===== src/rtl/pplc_pkg.sv =====
package pplc_pkg;

    // register indexes on the configuration port
    localparam int CFG_INDEX_BITS = 3;
    localparam logic [CFG_INDEX_BITS-1:0] REG_PHASE_OFFSET      = 3'd0;
    localparam logic [CFG_INDEX_BITS-1:0] REG_PHASE_GOAL        = 3'd1;
    localparam logic [CFG_INDEX_BITS-1:0] REG_PROPORTIONAL_GAIN = 3'd2;
    localparam logic [CFG_INDEX_BITS-1:0] REG_INTEGRAL_GAIN     = 3'd3;
    localparam logic [CFG_INDEX_BITS-1:0] REG_ACCUMULATOR_LIMIT = 3'd4;
    localparam logic [CFG_INDEX_BITS-1:0] REG_DRIVE_INVERTED    = 3'd5;
    localparam logic [CFG_INDEX_BITS-1:0] REG_START_PHASE       = 3'd6;

    // operation codes of an input transaction
    localparam logic OP_UPDATE = 1'b0;
    localparam logic OP_REINIT = 1'b1;

    // gain and limit formats
    localparam int GAIN_BITS    = 16;
    localparam int LIMIT_BITS   = 23;
    localparam int KP_FRAC_BITS = 12;
    localparam int KI_FRAC_BITS = 16;

    localparam logic [GAIN_BITS-1:0]  KP_RESET    = 16'd4096;
    localparam logic [LIMIT_BITS-1:0] LIMIT_RESET = 23'd32768;

    // control of the stage between front end and loop core
    typedef struct packed {
        logic valid;
        logic reinit;
    } t_stage_ctl;

endpackage


===== src/rtl/pi_phase_lock_controller.sv =====
// path: an accepted input transaction passes the input stage register, then the result register
// throughput: one transaction per cycle while the receiver does not stall; the integral and
//   command registers close their loop between the input stage and the result register
// reset (i_rst_n low, synchronous): registers to defaults (proportional gain 1.0, integral
//   gain 0, limit 180 deg), integral and command to zero, both stages empty
module pi_phase_lock_controller #(
    parameter int PHASE_BITS    = 16,
    parameter int INTEGRAL_BITS = 24
) (
    input  logic                                      i_clk,
    input  logic                                      i_rst_n,
    // configuration port
    input  logic                                      i_cfg_wr_en,
    input  logic [pplc_pkg::CFG_INDEX_BITS-1:0]       i_cfg_index,
    input  logic [((PHASE_BITS > pplc_pkg::LIMIT_BITS) ?
                   PHASE_BITS : pplc_pkg::LIMIT_BITS)-1:0] i_cfg_wdata,
    // input channel
    input  logic                                      i_valid,
    output logic                                      o_stall,
    input  logic                                      i_operation,
    input  logic signed [PHASE_BITS-1:0]              i_measured_phase,
    // result channel
    output logic                                      o_valid,
    input  logic                                      i_stall,
    output logic signed [PHASE_BITS-1:0]              o_phase_error,
    output logic signed [PHASE_BITS-1:0]              o_calibrated_phase,
    output logic signed [PHASE_BITS-1:0]              o_phase_command
);
    import pplc_pkg::*;

    logic signed [PHASE_BITS-1:0] r_phase_offset;
    logic signed [PHASE_BITS-1:0] r_phase_goal;
    logic [GAIN_BITS-1:0]         r_proportional_gain;
    logic [GAIN_BITS-1:0]         r_integral_gain;
    logic [LIMIT_BITS-1:0]        r_accumulator_limit;
    logic                         r_drive_inverted;
    logic signed [PHASE_BITS-1:0] r_start_phase;

    t_stage_ctl                   stage_ctl;
    logic signed [PHASE_BITS-1:0] stage_error;
    logic signed [PHASE_BITS-1:0] stage_calibrated;
    logic                         core_ready;

    // configuration registers
    always_ff @(posedge i_clk) begin
        if (!i_rst_n) begin
            r_phase_offset      <= '0;
            r_phase_goal        <= '0;
            r_proportional_gain <= KP_RESET;
            r_integral_gain     <= '0;
            r_accumulator_limit <= LIMIT_RESET;
            r_drive_inverted    <= 1'b0;
            r_start_phase       <= '0;
        end else if (i_cfg_wr_en) begin
            case (i_cfg_index)
                REG_PHASE_OFFSET:      r_phase_offset      <= i_cfg_wdata[PHASE_BITS-1:0];
                REG_PHASE_GOAL:        r_phase_goal        <= i_cfg_wdata[PHASE_BITS-1:0];
                REG_PROPORTIONAL_GAIN: r_proportional_gain <= i_cfg_wdata[GAIN_BITS-1:0];
                REG_INTEGRAL_GAIN:     r_integral_gain     <= i_cfg_wdata[GAIN_BITS-1:0];
                REG_ACCUMULATOR_LIMIT: r_accumulator_limit <= i_cfg_wdata[LIMIT_BITS-1:0];
                REG_DRIVE_INVERTED:    r_drive_inverted    <= i_cfg_wdata[0];
                REG_START_PHASE:       r_start_phase       <= i_cfg_wdata[PHASE_BITS-1:0];
                default: begin
                end
            endcase
        end
    end

    // input stage: calibration and phase error
    pplc_front #(
        .PHASE_BITS (PHASE_BITS)
    ) u_front (
        .i_clk            (i_clk),
        .i_rst_n          (i_rst_n),
        .i_valid          (i_valid),
        .o_stall          (o_stall),
        .i_operation      (i_operation),
        .i_measured_phase (i_measured_phase),
        .i_phase_offset   (r_phase_offset),
        .i_phase_goal     (r_phase_goal),
        .i_core_ready     (core_ready),
        .o_ctl            (stage_ctl),
        .o_error          (stage_error),
        .o_calibrated     (stage_calibrated)
    );

    // loop core: integral, command and result register
    pplc_core #(
        .PHASE_BITS    (PHASE_BITS),
        .INTEGRAL_BITS (INTEGRAL_BITS)
    ) u_core (
        .i_clk               (i_clk),
        .i_rst_n             (i_rst_n),
        .i_ctl               (stage_ctl),
        .i_error             (stage_error),
        .i_calibrated        (stage_calibrated),
        .o_ready             (core_ready),
        .i_proportional_gain (r_proportional_gain),
        .i_integral_gain     (r_integral_gain),
        .i_accumulator_limit (r_accumulator_limit),
        .i_drive_inverted    (r_drive_inverted),
        .i_start_phase       (r_start_phase),
        .o_valid             (o_valid),
        .i_stall             (i_stall),
        .o_phase_error       (o_phase_error),
        .o_calibrated_phase  (o_calibrated_phase),
        .o_phase_command     (o_phase_command)
    );

endmodule


===== src/rtl/pplc_front.sv =====
module pplc_front #(
    parameter int PHASE_BITS = 16
) (
    input  logic                          i_clk,
    input  logic                          i_rst_n,
    // input channel
    input  logic                          i_valid,
    output logic                          o_stall,
    input  logic                          i_operation,
    input  logic signed [PHASE_BITS-1:0]  i_measured_phase,
    // configuration
    input  logic signed [PHASE_BITS-1:0]  i_phase_offset,
    input  logic signed [PHASE_BITS-1:0]  i_phase_goal,
    // towards the loop core
    input  logic                          i_core_ready,
    output pplc_pkg::t_stage_ctl          o_ctl,
    output logic signed [PHASE_BITS-1:0]  o_error,
    output logic signed [PHASE_BITS-1:0]  o_calibrated
);
    import pplc_pkg::*;

    t_stage_ctl                   r_ctl;
    logic signed [PHASE_BITS-1:0] r_error;
    logic signed [PHASE_BITS-1:0] r_calibrated;
    logic signed [PHASE_BITS-1:0] n_error;
    logic signed [PHASE_BITS-1:0] n_calibrated;
    logic                         load;

    // stage is free when empty or when the core takes its content
    assign o_stall = r_ctl.valid & ~i_core_ready;
    assign load    = i_valid & ~o_stall;

    // calibration and error, both wrapped modulo a full turn
    always_comb begin
        if (i_operation == OP_REINIT) begin
            n_calibrated = '0;
            n_error      = '0;
        end else begin
            n_calibrated = i_measured_phase - i_phase_offset;
            n_error      = n_calibrated - i_phase_goal;
        end
    end

    // stage control
    always_ff @(posedge i_clk) begin
        if (!i_rst_n) begin
            r_ctl <= '0;
        end else if (load) begin
            r_ctl.valid  <= 1'b1;
            r_ctl.reinit <= (i_operation == OP_REINIT);
        end else if (i_core_ready) begin
            r_ctl.valid <= 1'b0;
        end
    end

    // stage payload
    always_ff @(posedge i_clk) begin
        if (load) begin
            r_error      <= n_error;
            r_calibrated <= n_calibrated;
        end
    end

    assign o_ctl        = r_ctl;
    assign o_error      = r_error;
    assign o_calibrated = r_calibrated;

endmodule


===== src/rtl/pplc_core.sv =====
module pplc_core #(
    parameter int PHASE_BITS    = 16,
    parameter int INTEGRAL_BITS = 24
) (
    input  logic                                   i_clk,
    input  logic                                   i_rst_n,
    // from the front end
    input  pplc_pkg::t_stage_ctl                   i_ctl,
    input  logic signed [PHASE_BITS-1:0]           i_error,
    input  logic signed [PHASE_BITS-1:0]           i_calibrated,
    output logic                                   o_ready,
    // configuration
    input  logic [pplc_pkg::GAIN_BITS-1:0]         i_proportional_gain,
    input  logic [pplc_pkg::GAIN_BITS-1:0]         i_integral_gain,
    input  logic [pplc_pkg::LIMIT_BITS-1:0]        i_accumulator_limit,
    input  logic                                   i_drive_inverted,
    input  logic signed [PHASE_BITS-1:0]           i_start_phase,
    // result channel
    output logic                                   o_valid,
    input  logic                                   i_stall,
    output logic signed [PHASE_BITS-1:0]           o_phase_error,
    output logic signed [PHASE_BITS-1:0]           o_calibrated_phase,
    output logic signed [PHASE_BITS-1:0]           o_phase_command
);
    import pplc_pkg::*;

    // working width covers integral, both unscaled products and twice the limit
    localparam int WIDE_A    = (INTEGRAL_BITS > PHASE_BITS + 5) ? INTEGRAL_BITS : PHASE_BITS + 5;
    localparam int WIDE_B    = (WIDE_A > LIMIT_BITS + 2) ? WIDE_A : LIMIT_BITS + 2;
    localparam int PROD_BITS = PHASE_BITS + GAIN_BITS + 1;
    localparam int WORK_BITS = (WIDE_B + 3 > PROD_BITS + 1) ? WIDE_B + 3 : PROD_BITS + 1;

    localparam logic signed [WORK_BITS-1:0] LIMIT_FLOOR = WORK_BITS'(1) <<< (PHASE_BITS - 2);
    localparam logic signed [WORK_BITS-1:0] KP_HALF     = WORK_BITS'(1) <<< (KP_FRAC_BITS - 1);
    localparam logic signed [WORK_BITS-1:0] KI_HALF     = WORK_BITS'(1) <<< (KI_FRAC_BITS - 1);

    logic                            r_out_valid;
    logic signed [PHASE_BITS-1:0]    r_phase_error;
    logic signed [PHASE_BITS-1:0]    r_calibrated;
    logic signed [PHASE_BITS-1:0]    r_phase_command;
    logic signed [INTEGRAL_BITS-1:0] r_integral;
    logic signed [PHASE_BITS-1:0]    r_command;

    logic                            advance;
    logic signed [PROD_BITS-1:0]     ki_prod;
    logic signed [PROD_BITS-1:0]     kp_prod;
    logic signed [WORK_BITS-1:0]     ki_term;
    logic signed [WORK_BITS-1:0]     kp_term;
    logic signed [WORK_BITS-1:0]     limit_raw;
    logic signed [WORK_BITS-1:0]     limit_eff;
    logic signed [WORK_BITS-1:0]     acc;
    logic signed [WORK_BITS-1:0]     acc_wrapped;
    logic signed [WORK_BITS-1:0]     ctl;
    logic signed [WORK_BITS-1:0]     ctl_dir;
    logic signed [WORK_BITS-1:0]     start_wide;
    logic signed [INTEGRAL_BITS-1:0] n_integral;
    logic signed [PHASE_BITS-1:0]    n_command;

    // result register is free when empty or taken this cycle
    assign o_ready = ~r_out_valid | ~i_stall;
    assign advance = i_ctl.valid & o_ready;

    // gain products, rounded half up
    assign ki_prod = $signed({1'b0, i_integral_gain}) * i_error;
    assign kp_prod = $signed({1'b0, i_proportional_gain}) * i_error;
    assign ki_term = (WORK_BITS'(ki_prod) + KI_HALF) >>> KI_FRAC_BITS;
    assign kp_term = (WORK_BITS'(kp_prod) + KP_HALF) >>> KP_FRAC_BITS;

    // limit held at no less than a quarter turn
    assign limit_raw = $signed({{(WORK_BITS - LIMIT_BITS){1'b0}}, i_accumulator_limit});
    assign limit_eff = (limit_raw < LIMIT_FLOOR) ? LIMIT_FLOOR : limit_raw;

    assign start_wide = WORK_BITS'(i_start_phase);

    // integral with one wrap correction, then proportional path and sign; reinitialize loads the start phase
    always_comb begin
        acc = WORK_BITS'(r_integral) + ki_term;
        if (acc > limit_eff) begin
            acc_wrapped = acc - (limit_eff <<< 1);
        end else if (acc <= -limit_eff) begin
            acc_wrapped = acc + (limit_eff <<< 1);
        end else begin
            acc_wrapped = acc;
        end
        ctl     = kp_term + WORK_BITS'($signed(acc_wrapped[INTEGRAL_BITS-1:0]));
        ctl_dir = i_drive_inverted ? -ctl : ctl;
        if (i_ctl.reinit) begin
            n_integral = start_wide[INTEGRAL_BITS-1:0];
            n_command  = i_start_phase;
        end else begin
            n_integral = acc_wrapped[INTEGRAL_BITS-1:0];
            n_command  = ctl_dir[PHASE_BITS-1:0];
        end
    end

    // loop state
    always_ff @(posedge i_clk) begin
        if (!i_rst_n) begin
            r_integral <= '0;
            r_command  <= '0;
        end else if (advance) begin
            r_integral <= n_integral;
            r_command  <= n_command;
        end
    end

    // result register control
    always_ff @(posedge i_clk) begin
        if (!i_rst_n) begin
            r_out_valid <= 1'b0;
        end else if (o_ready) begin
            r_out_valid <= i_ctl.valid;
        end
    end

    // result register payload
    always_ff @(posedge i_clk) begin
        if (advance) begin
            r_phase_error   <= i_error;
            r_calibrated    <= i_calibrated;
            r_phase_command <= n_command;
        end
    end

    assign o_valid            = r_out_valid;
    assign o_phase_error      = r_phase_error;
    assign o_calibrated_phase = r_calibrated;
    assign o_phase_command    = r_phase_command;

    // reinitialize loads the start phase and gives zero error fields
    a_reinit_load: assert property (@(posedge i_clk) disable iff (!i_rst_n)
        (advance && i_ctl.reinit) |=> (r_command == $past(i_start_phase)
            && r_phase_error == '0 && r_calibrated == '0))
        else $error("reinitialize did not load the start phase");

    // loop state moves only with a transaction into the result register
    a_state_hold: assert property (@(posedge i_clk) disable iff (!i_rst_n)
        !advance |=> ($stable(r_integral) && $stable(r_command)))
        else $error("loop state changed without a transaction");

    // a waiting result is never dropped
    a_result_kept: assert property (@(posedge i_clk) disable iff (!i_rst_n)
        (r_out_valid && i_stall) |=> r_out_valid)
        else $error("stalled result lost");

    // a shown command always matches the stored command
    a_command_match: assert property (@(posedge i_clk) disable iff (!i_rst_n)
        r_out_valid |-> (r_phase_command == r_command))
        else $error("result command differs from loop state");

endmodule


===== config.mk =====
export PLATFORM = sky130hd
export DESIGN_NAME = pi_phase_lock_controller
export DESIGN_NICKNAME = d
export VERILOG_FILES = /design/src/rtl/pplc_pkg.sv /design/src/rtl/pi_phase_lock_controller.sv /design/src/rtl/pplc_front.sv /design/src/rtl/pplc_core.sv
export SDC_FILE = /design/constraint.sdc
export NUM_CORES = 2
export LEC_CHECK = 0
export BUFFER_PORTS_ARGS = -buffer_cell sky130_fd_sc_hd__buf_2
export CAP_MARGIN = 20
export CELL_PAD_IN_SITES_DETAIL_PLACEMENT = 0
export CELL_PAD_IN_SITES_GLOBAL_PLACEMENT = 1
export CORE_MARGIN = 1
export CORE_UTILIZATION = 50
export CTS_BUF_LIST = sky130_fd_sc_hd__clkbuf_16
export DETAILED_ROUTE_END_ITERATION = 12
export GPL_TIMING_DRIVEN = 0
export PLACE_DENSITY_LB_ADDON = 0.1
export SYNTH_ARGS = -nofsm -noshare
export SYNTH_HDL_FRONTEND = slang
export SYNTH_SLANG_ARGS = --single-unit

===== constraint.sdc =====
create_clock -name i_clk -period 20.6 [get_ports i_clk]
set_input_delay 3.09 -clock i_clk [delete_from_list [all_inputs] [get_ports i_clk]]
set_output_delay 3.09 -clock i_clk [all_outputs]
set_load 0.02 [all_outputs]

# After elaboration in Yosys (flattened, before gate mapping)
# Index checks and enable logic that the tools add are counted.
[totals]
register_bits = 211
out_inout_bits = 50
wordCells = 62
[op_classes]
addsub = 10
mul = 2
n_lt_le_gt_ge = 3
eq_ne = 6
mux = 8
bitwise_logic = 8
n_reduce_logical = 9
[ops]
columns = ["op", "n"]
rows = [
  ["2-to-1 mux 24 bit", 3],
  ["adder 33 x 17 -> 34 bit (second input constant)", 1],
  ["<= comparator 25 x 34 -> 1 bit", 1],
  ["negation 34 bit", 1],
  ["multiplier 17 x 16 -> 33 bit", 1],
  ["2-to-1 mux 16 bit", 2],
  ["subtractor 16 bit", 2],
  ["adder 28 x 13 -> 28 bit (second input constant)", 1],
  ["multiplier 17 x 16 -> 28 bit", 1],
  ["adder 24 x 18 -> 25 bit", 1],
  ["> comparator 25 x 24 -> 1 bit", 1],
  ["adder 24 bit", 1],
  ["subtractor 24 bit", 1],
  ["< comparator 23 x 15 -> 1 bit (second input constant)", 1],
  ["2-to-1 mux 23 bit", 1],
  ["adder 16 bit", 1],
  ["negation 16 bit", 1],
  ["AND reduction 2 bit", 7],
  ["== test 3 bit (second input constant)", 3],
  ["== test 3 x 2 -> 1 bit (second input constant)", 2],
  ["inverter 1 bit", 4],
  ["AND 1 bit", 3],
  ["== test 3 x 1 -> 1 bit (second input constant)", 1],
  ["logical NOT 3 bit", 1],
  ["3 further kinds", 4],
]

# Depth between registers and ports, before layout
[depth]
ltp_word = 10
mapped_depth = 70
mapped_depth_nobuf = 69

# By module
# From an unflattened synthesis, not the netlist that was laid out.
[unflattened]
hier_cells = 3581
hier_area_um2 = 31746.7
[modules_own_cells]
columns = ["module", "instances", "cells_each", "area_per_inst_um2", "seq_area_each_um2"]
rows = [
  ["pplc_core", 1, 2932, 25211.7, 1941.9],
  ["pi_phase_lock_controller", 1, 372, 3842.4, 2082.0],
  ["pplc_front", 1, 277, 2692.6, 1001.0],
]

# Least setup slack after synthesis
# Ideal clock, no wire load.
[synth_path]
kind = "flip-flop to flip-flop"
start = "register u_front.r_error[1] (netlist: u_front.o_error[1])"
end = "register u_core.r_phase_command[15] (netlist: u_core.o_phase_command[15]) (data pin)"
setup_ns = 0.261
arrival_time_ns = 14.388
path_slack_ns = 5.952
path_stages_with_launch = 62
synth_period_minus_slack_ns = 14.648
path_cell_list = "edfxtp_1 -> clkbuf_1 -> clkbuf_1 -> nand2_1 -> fa_1 -> fa_1 -> fa_1 -> inv_1 -> fa_1 -> fa_1 -> inv_1 -> fa_1 -> inv_1 -> ha_1 -> a21o_1 -> a211o_1 -> nor3_1 -> o21ai_0 -> (+26 left out) -> o21ai_0 -> a21oi_1 -> inv_1 -> ha_1 -> o21ai_0 -> a21boi_0 -> o21ai_0 -> a21boi_0 -> o21ai_0 -> a21boi_0 -> o21ai_0 -> a21boi_0 -> nor2_1 -> or4_4 -> or3_4 -> o31ai_4 -> xnor2_1 -> a21boi_1"
[synth_via]
elab_chain_cells = 10
[synth_lines]
columns = ["element", "line", "rtl"]
rows = [
  ["from (decl)", "pplc_front.sv:23", "logic signed [PHASE_BITS-1:0] r_error;"],
  ["from (signal assigned)", "pplc_front.sv:59", "r_error <= n_error;"],
  ["multiplier 17 x 16 -> 33 bit", "pplc_core.sv:64", "assign ki_prod = $signed({1'b0, i_integral_gain}) * i_error;"],
  ["adder 33 x 17 -> 34 bit", "pplc_core.sv:66", "assign ki_term = (WORK_BITS'(ki_prod) + KI_HALF) >>> KI_FRAC_BITS;"],
  ["adder 24 x 18 -> 25 bit", "pplc_core.sv:77", "acc = WORK_BITS'(r_integral) + ki_term;"],
  ["<= comparator 25 x 34 -> 1 bit / adder 24 bit (equally long branches)", "pplc_core.sv:80, pplc_core.sv:81", ""],
  ["2-to-1 mux 24 bit", "pplc_core.sv:80", "end else if (acc <= -limit_eff) begin"],
  ["2-to-1 mux 24 bit", "pplc_core.sv:78", "if (acc > limit_eff) begin"],
  ["adder 16 bit *", "pplc_core.sv:85", "ctl = kp_term + WORK_BITS'($signed(acc_wrapped[INTEGRAL_BITS-1:0]));"],
  ["negation 16 bit", "pplc_core.sv:86", "ctl_dir = i_drive_inverted ? -ctl : ctl;"],
  ["2-to-1 mux 16 bit *", "pplc_core.sv:86", ""],
  ["2-to-1 mux 16 bit *", "pplc_core.sv:87", "if (i_ctl.reinit) begin"],
  ["named net u_core.n_command[15]", "pplc_core.sv:57", "logic signed [PHASE_BITS-1:0] n_command;"],
  ["to (signal assigned)", "pplc_core.sv:121", "r_phase_command <= n_command;"],
  ["to (decl)", "pplc_core.sv:40", "logic signed [PHASE_BITS-1:0] r_phase_command;"],
]
# Mark *: on every way through the listed nets, which the timed path passes. The rest lies on a longest branch.
# A chain may end at the register's enable or synchronous reset.

# Final worst setup path
# Same ends and word-level chain as after synthesis.

==> flow_metrics.tcl <==
set metrics [dict create \
    avgSynthCellArea_um2 8.50 \
    min-delay-start "u_front.o_calibrated[8]$_SDFFCE_PP0P_" \
    die_w_um 251 \
    fin_skew_ps 30.7 \
    fin_nets 4614 \
    vias_per_cell 5.58 \
    p_sw_frac 0.518 \
    cpMaxStageDelayCell "xnor2_1" \
    p_switching_uw 1820 \
    antenna_found_initial 2 \
    io-pin-count 98 \
    worst-path-buf-inv 7 \
    cts.clk_slew.worst_paths_ps 60 \
    pre_cts_ws_ps 1280 \
    yosys_warnings 0 \
    hold_viol_final 0 \
    drive_gt1_frac 0.0441 \
    post_cts_buffers 0 \
    p_clk_frac 0.139 \
    synth_top_area_frac 0.251 \
    cts_sinks 211 \
    start_util 0.505 \
    endpoint_kind "flop" \
    regToRegSetupSlack_ps 1150 \
    maxSlewHeadroom 0.245 \
    synthCells 3657 \
    start_kind "flop" \
    syn_to_final_growth_pct 8.07 \
    cp.arrival_ps 19730 \
    synth-seq-area-share 0.162 \
    timing.fmax_mhz 51.4 \
    final_max_slew_viol_count 0 \
    synth_enable_flop_cells 80 \
    holdPathStages 0 \
    vias 26000 \
    multi_input_area_um2 23300 \
    place_hpwl_um 83000 \
    worst-setup-path-type "reg -> reg" \
    yosysUniqueCellTypes 79 \
    detail-route-antenna-nets 0 \
    combPwrFrac 0.704 \
    final.setup.tns_ps 0 \
    min_path_type "reg -> reg" \
    worst_skew_pair.late_latency_ps 570 \
    wl_um 100000 \
    dieHeight_um 251 \
    setup_viol 0 \
    routabilityCongestion 0.966 \
    io_buffers 97 \
    yosysTopAreaCell "fa_1" \
    wire_per_inst_um 21.6 \
    drc 0 \
    synthFlopType "dfxtp_1" \
    rsz0062_at_grt "no" \
    filler_cell_count 5857 \
    cts.root.buffer_cell "clkbuf_16" \
    largest-register "u_core.r_integral" \
    path_max_fanout 17 \
    tritoncts "done" \
    cellInternalPower_uw 1700 \
    critical-path-top-delay-family "compound AO/OA/AOI/OAI gates" \
    outcome "finished clean" \
    synth-seq-cells 211 \
    coreArea_um2 61600 \
    reg_top3 "u_core.r_integral: 24 flops, r_accumulator_limit: 23 flops" \
    power_leakage_uw 0.0159 \
    p_seq_frac 0.157 \
    synthArstFlopShare 0 \
    grt.total_usage 0.321 \
    layout_setup_ws_ps 1150 \
    register_area_um2 5020 \
    row_count 91 \
    h-tree-depth 1 \
    tightest_slew_ps 1130 \
    cap_violations 0 \
    cts_made_buffers 26 \
    grt_pass1_wl_um 153000 \
    grt_pass1_vias 26400 \
    cpPeakStageDelay_ps 890 \
    dr.first_iter.drc_count 2064 \
    required_ps 20890 \
    clk_path_buf_depth 3 \
    largest_reg_flops 24 \
    ys_top_cells_by_area "fa_1 25%, ha_1 15%, dfxtp_1 8.4%, edfxtp_1 7.7%, nand2_1 7.3%" \
    fin_crit_sh 0.944 \
    die-area_um2 63200 \
    min_period_ps 19450 \
    min_to "u_core.o_calibrated_phase[8]$_DFFE_PP_" \
    r2r-end "u_core.o_phase_command[15]$_DFFE_PP_" \
    dr.pass1.iters 5 \
    peakVddDrop_v 0.000160 \
    power_density_nw_per_um2 105 \
    reg2regPathDepth 61 \
    grt_max_degree 58 \
    grt.overflow.total 0 \
    syn_area_um2 31100 \
    cts_hold_buffers 0 \
    worstReg2RegStart "u_front.o_error[1]$_SDFFCE_PP0P_" \
]
## timing repair
item | 4_1_cts | 5_1_grt
resized for setup | 0 | 2
setup endpoints to repair | 0 | 3
hold endpoints to repair | 0 | 0
## how the worst max path moves through the flow
stage                     slack [ps]  cells after the start                             start                                    to
after floorplan                 5950                     61  u_front.o_error[1]$_SDFFCE_PP0P_  u_core.o_phase_command[15]$_DFFE_PP_
after global placement          1460                     61  u_front.o_error[1]$_SDFFCE_PP0P_  u_core.o_phase_command[15]$_DFFE_PP_
after global routing             150                     61  u_front.o_error[1]$_SDFFCE_PP0P_  u_core.o_phase_command[15]$_DFFE_PP_
final                           1150                     61  u_front.o_error[1]$_SDFFCE_PP0P_  u_core.o_phase_command[15]$_DFFE_PP_
after detailed placement        1280                     61  u_front.o_error[1]$_SDFFCE_PP0P_  u_core.o_phase_command[15]$_DFFE_PP_
after CTS                       1160                     61  u_front.o_error[1]$_SDFFCE_PP0P_  u_core.o_phase_command[15]$_DFFE_PP_
## synth_stat cells (5+ instances only)
master    instances
clkbuf_1        150
a22o_1            9
fa_1            389
a31oi_1          12
dfxtp_1         131
nor2b_1          36
nand2b_1         46
o21bai_1         17
o21ai_0          95
nand2_1         604
or4_1             6
edfxtp_1         80
o221ai_1         10
o211ai_1         26
o41ai_1           6
a221o_1           7
nor4_1            6
a21oi_1         176
o22ai_1          11
o211a_1           9
a22oi_1           7
and2_1          216
and3_1           11
o21ai_1           5
nor2_1          158
inv_1           592
a211oi_1         15
xor2_1           33
ha_1            384
or2_2             6
a21boi_0         77
o311ai_0          5
xnor2_1          78
nand4_1          15
o21a_1           16
nor3_1           48
nor3b_1           5
a21o_1           33
o31ai_1           8
or3_1            14
nand3_1          27
a221oi_1          8
## metrics by stage
stage / hold WS (ps) / instance area [µm²] / utilization / total power (µW) / instances
after floorplan: 400 / 31100 / - / 2260 / 3667
after global placement: 406 / 32700 / 0.530 / 2930 / 4601
after detailed placement: 405 / 32700 / 0.531 / 2980 / 4602
after CTS: 419 / 33600 / 0.545 / 3490 / 4650
after global routing: 419 / 33600 / 0.545 / 3800 / 4650
final: 418 / 33600 / 0.545 / 3520 / 4652
## cells by family (layout without fill, tap and decap cells)
group                      Yosys count  after routing  synth area share
adders and majority gates          773            773             0.405
buffers and inverters              744            890            0.0899
muxes                                6              6           0.00201
xor gates and xnor gates           113            113            0.0327
AOI/OAI and AO/OA                  597            597             0.127
DFF                                211            211             0.162
other                                1             13          0.000121
and+or+nand+nor                   1212           1212             0.182
## power by group through the flow
stage | Sequential (µW) | Clock [µW] | Combinational [µW]
global placement | 558 | 0 | 2370
CTS | 550 | 498 | 2440
floorplan | 564 | 0 | 1690
detailed placement | 558 | 0 | 2420
global route | 554 | 510 | 2730
finish | 551 | 490 | 2480
## layer usage
layer / vias up / GRT usage / share of wire
met5: - / 0 / 0
met4: 0 / 0.141 / 0.048
met3: 205 / 0.0401 / 0.070
met2: 952 / 0.540 / 0.47
met1: 12700 / 0.415 / 0.41
li1: 12100 / - / -
## cell type report
cell class,instances,share of cell area
multi-input combinational,2712,0.694
sequential,211,0.150
inverter,594,0.0664
tap,837,0.0312
clock buffer,27,0.0201
buffer,150,0.0169
timing repair buffer,98,0.0150
clock inverter,21,0.00652
antenna,2,0.000149
## worst register-to-register path: cells and delay by family, from the launching register on
family          cells  cell delay (ps)
fa+ha+maj          10             4230
simple gates       15             4180
buf+inv             7             2010
xor+xnor            2             1050
flops               1              550
compound gates     27             7170
## placed cells by master, fill, tap and decap left out, types with 7 or more instances in the layout
| master | netlist | layout |
|---|---|---|
| o211a_1 | 9 | 9 |
| o211ai_1 | 26 | 26 |
| nor2b_1 | 36 | 35 |
| a21oi_1 | 176 | 176 |
| clkbuf_1 | 150 | 149 |
| nor3_1 | 48 | 48 |
| a21boi_0 | 77 | 77 |
| dfxtp_1 | 131 | 131 |
| inv_1 | 592 | 596 |
| fa_1 | 389 | 389 |
| nand3_1 | 27 | 27 |
| and3_1 | 11 | 11 |
| and2_1 | 216 | 216 |
| a21o_1 | 33 | 33 |
| or3_1 | 14 | 14 |
| nand4_1 | 15 | 15 |
| xor2_1 | 33 | 33 |
| edfxtp_1 | 80 | 80 |
| nand2_1 | 604 | 604 |
| nor2_1 | 158 | 157 |
| o22ai_1 | 11 | 11 |
| clkbuf_16 | 0 | 27 |
| a211oi_1 | 15 | 14 |
| o21a_1 | 16 | 16 |
| xnor2_1 | 78 | 78 |
| o21bai_1 | 17 | 17 |
| a22o_1 | 9 | 9 |
| ha_1 | 384 | 384 |
| a221oi_1 | 8 | 8 |
| buf_2 | 0 | 97 |
| a31oi_1 | 12 | 12 |
| o221ai_1 | 10 | 10 |
| a221o_1 | 7 | 7 |
| o31ai_1 | 8 | 8 |
| o21ai_0 | 95 | 95 |
| a22oi_1 | 7 | 7 |
| conb_1 | 1 | 11 |
| nand2b_1 | 46 | 46 |
No activity file was read; power rests on OpenSTA's default activity.
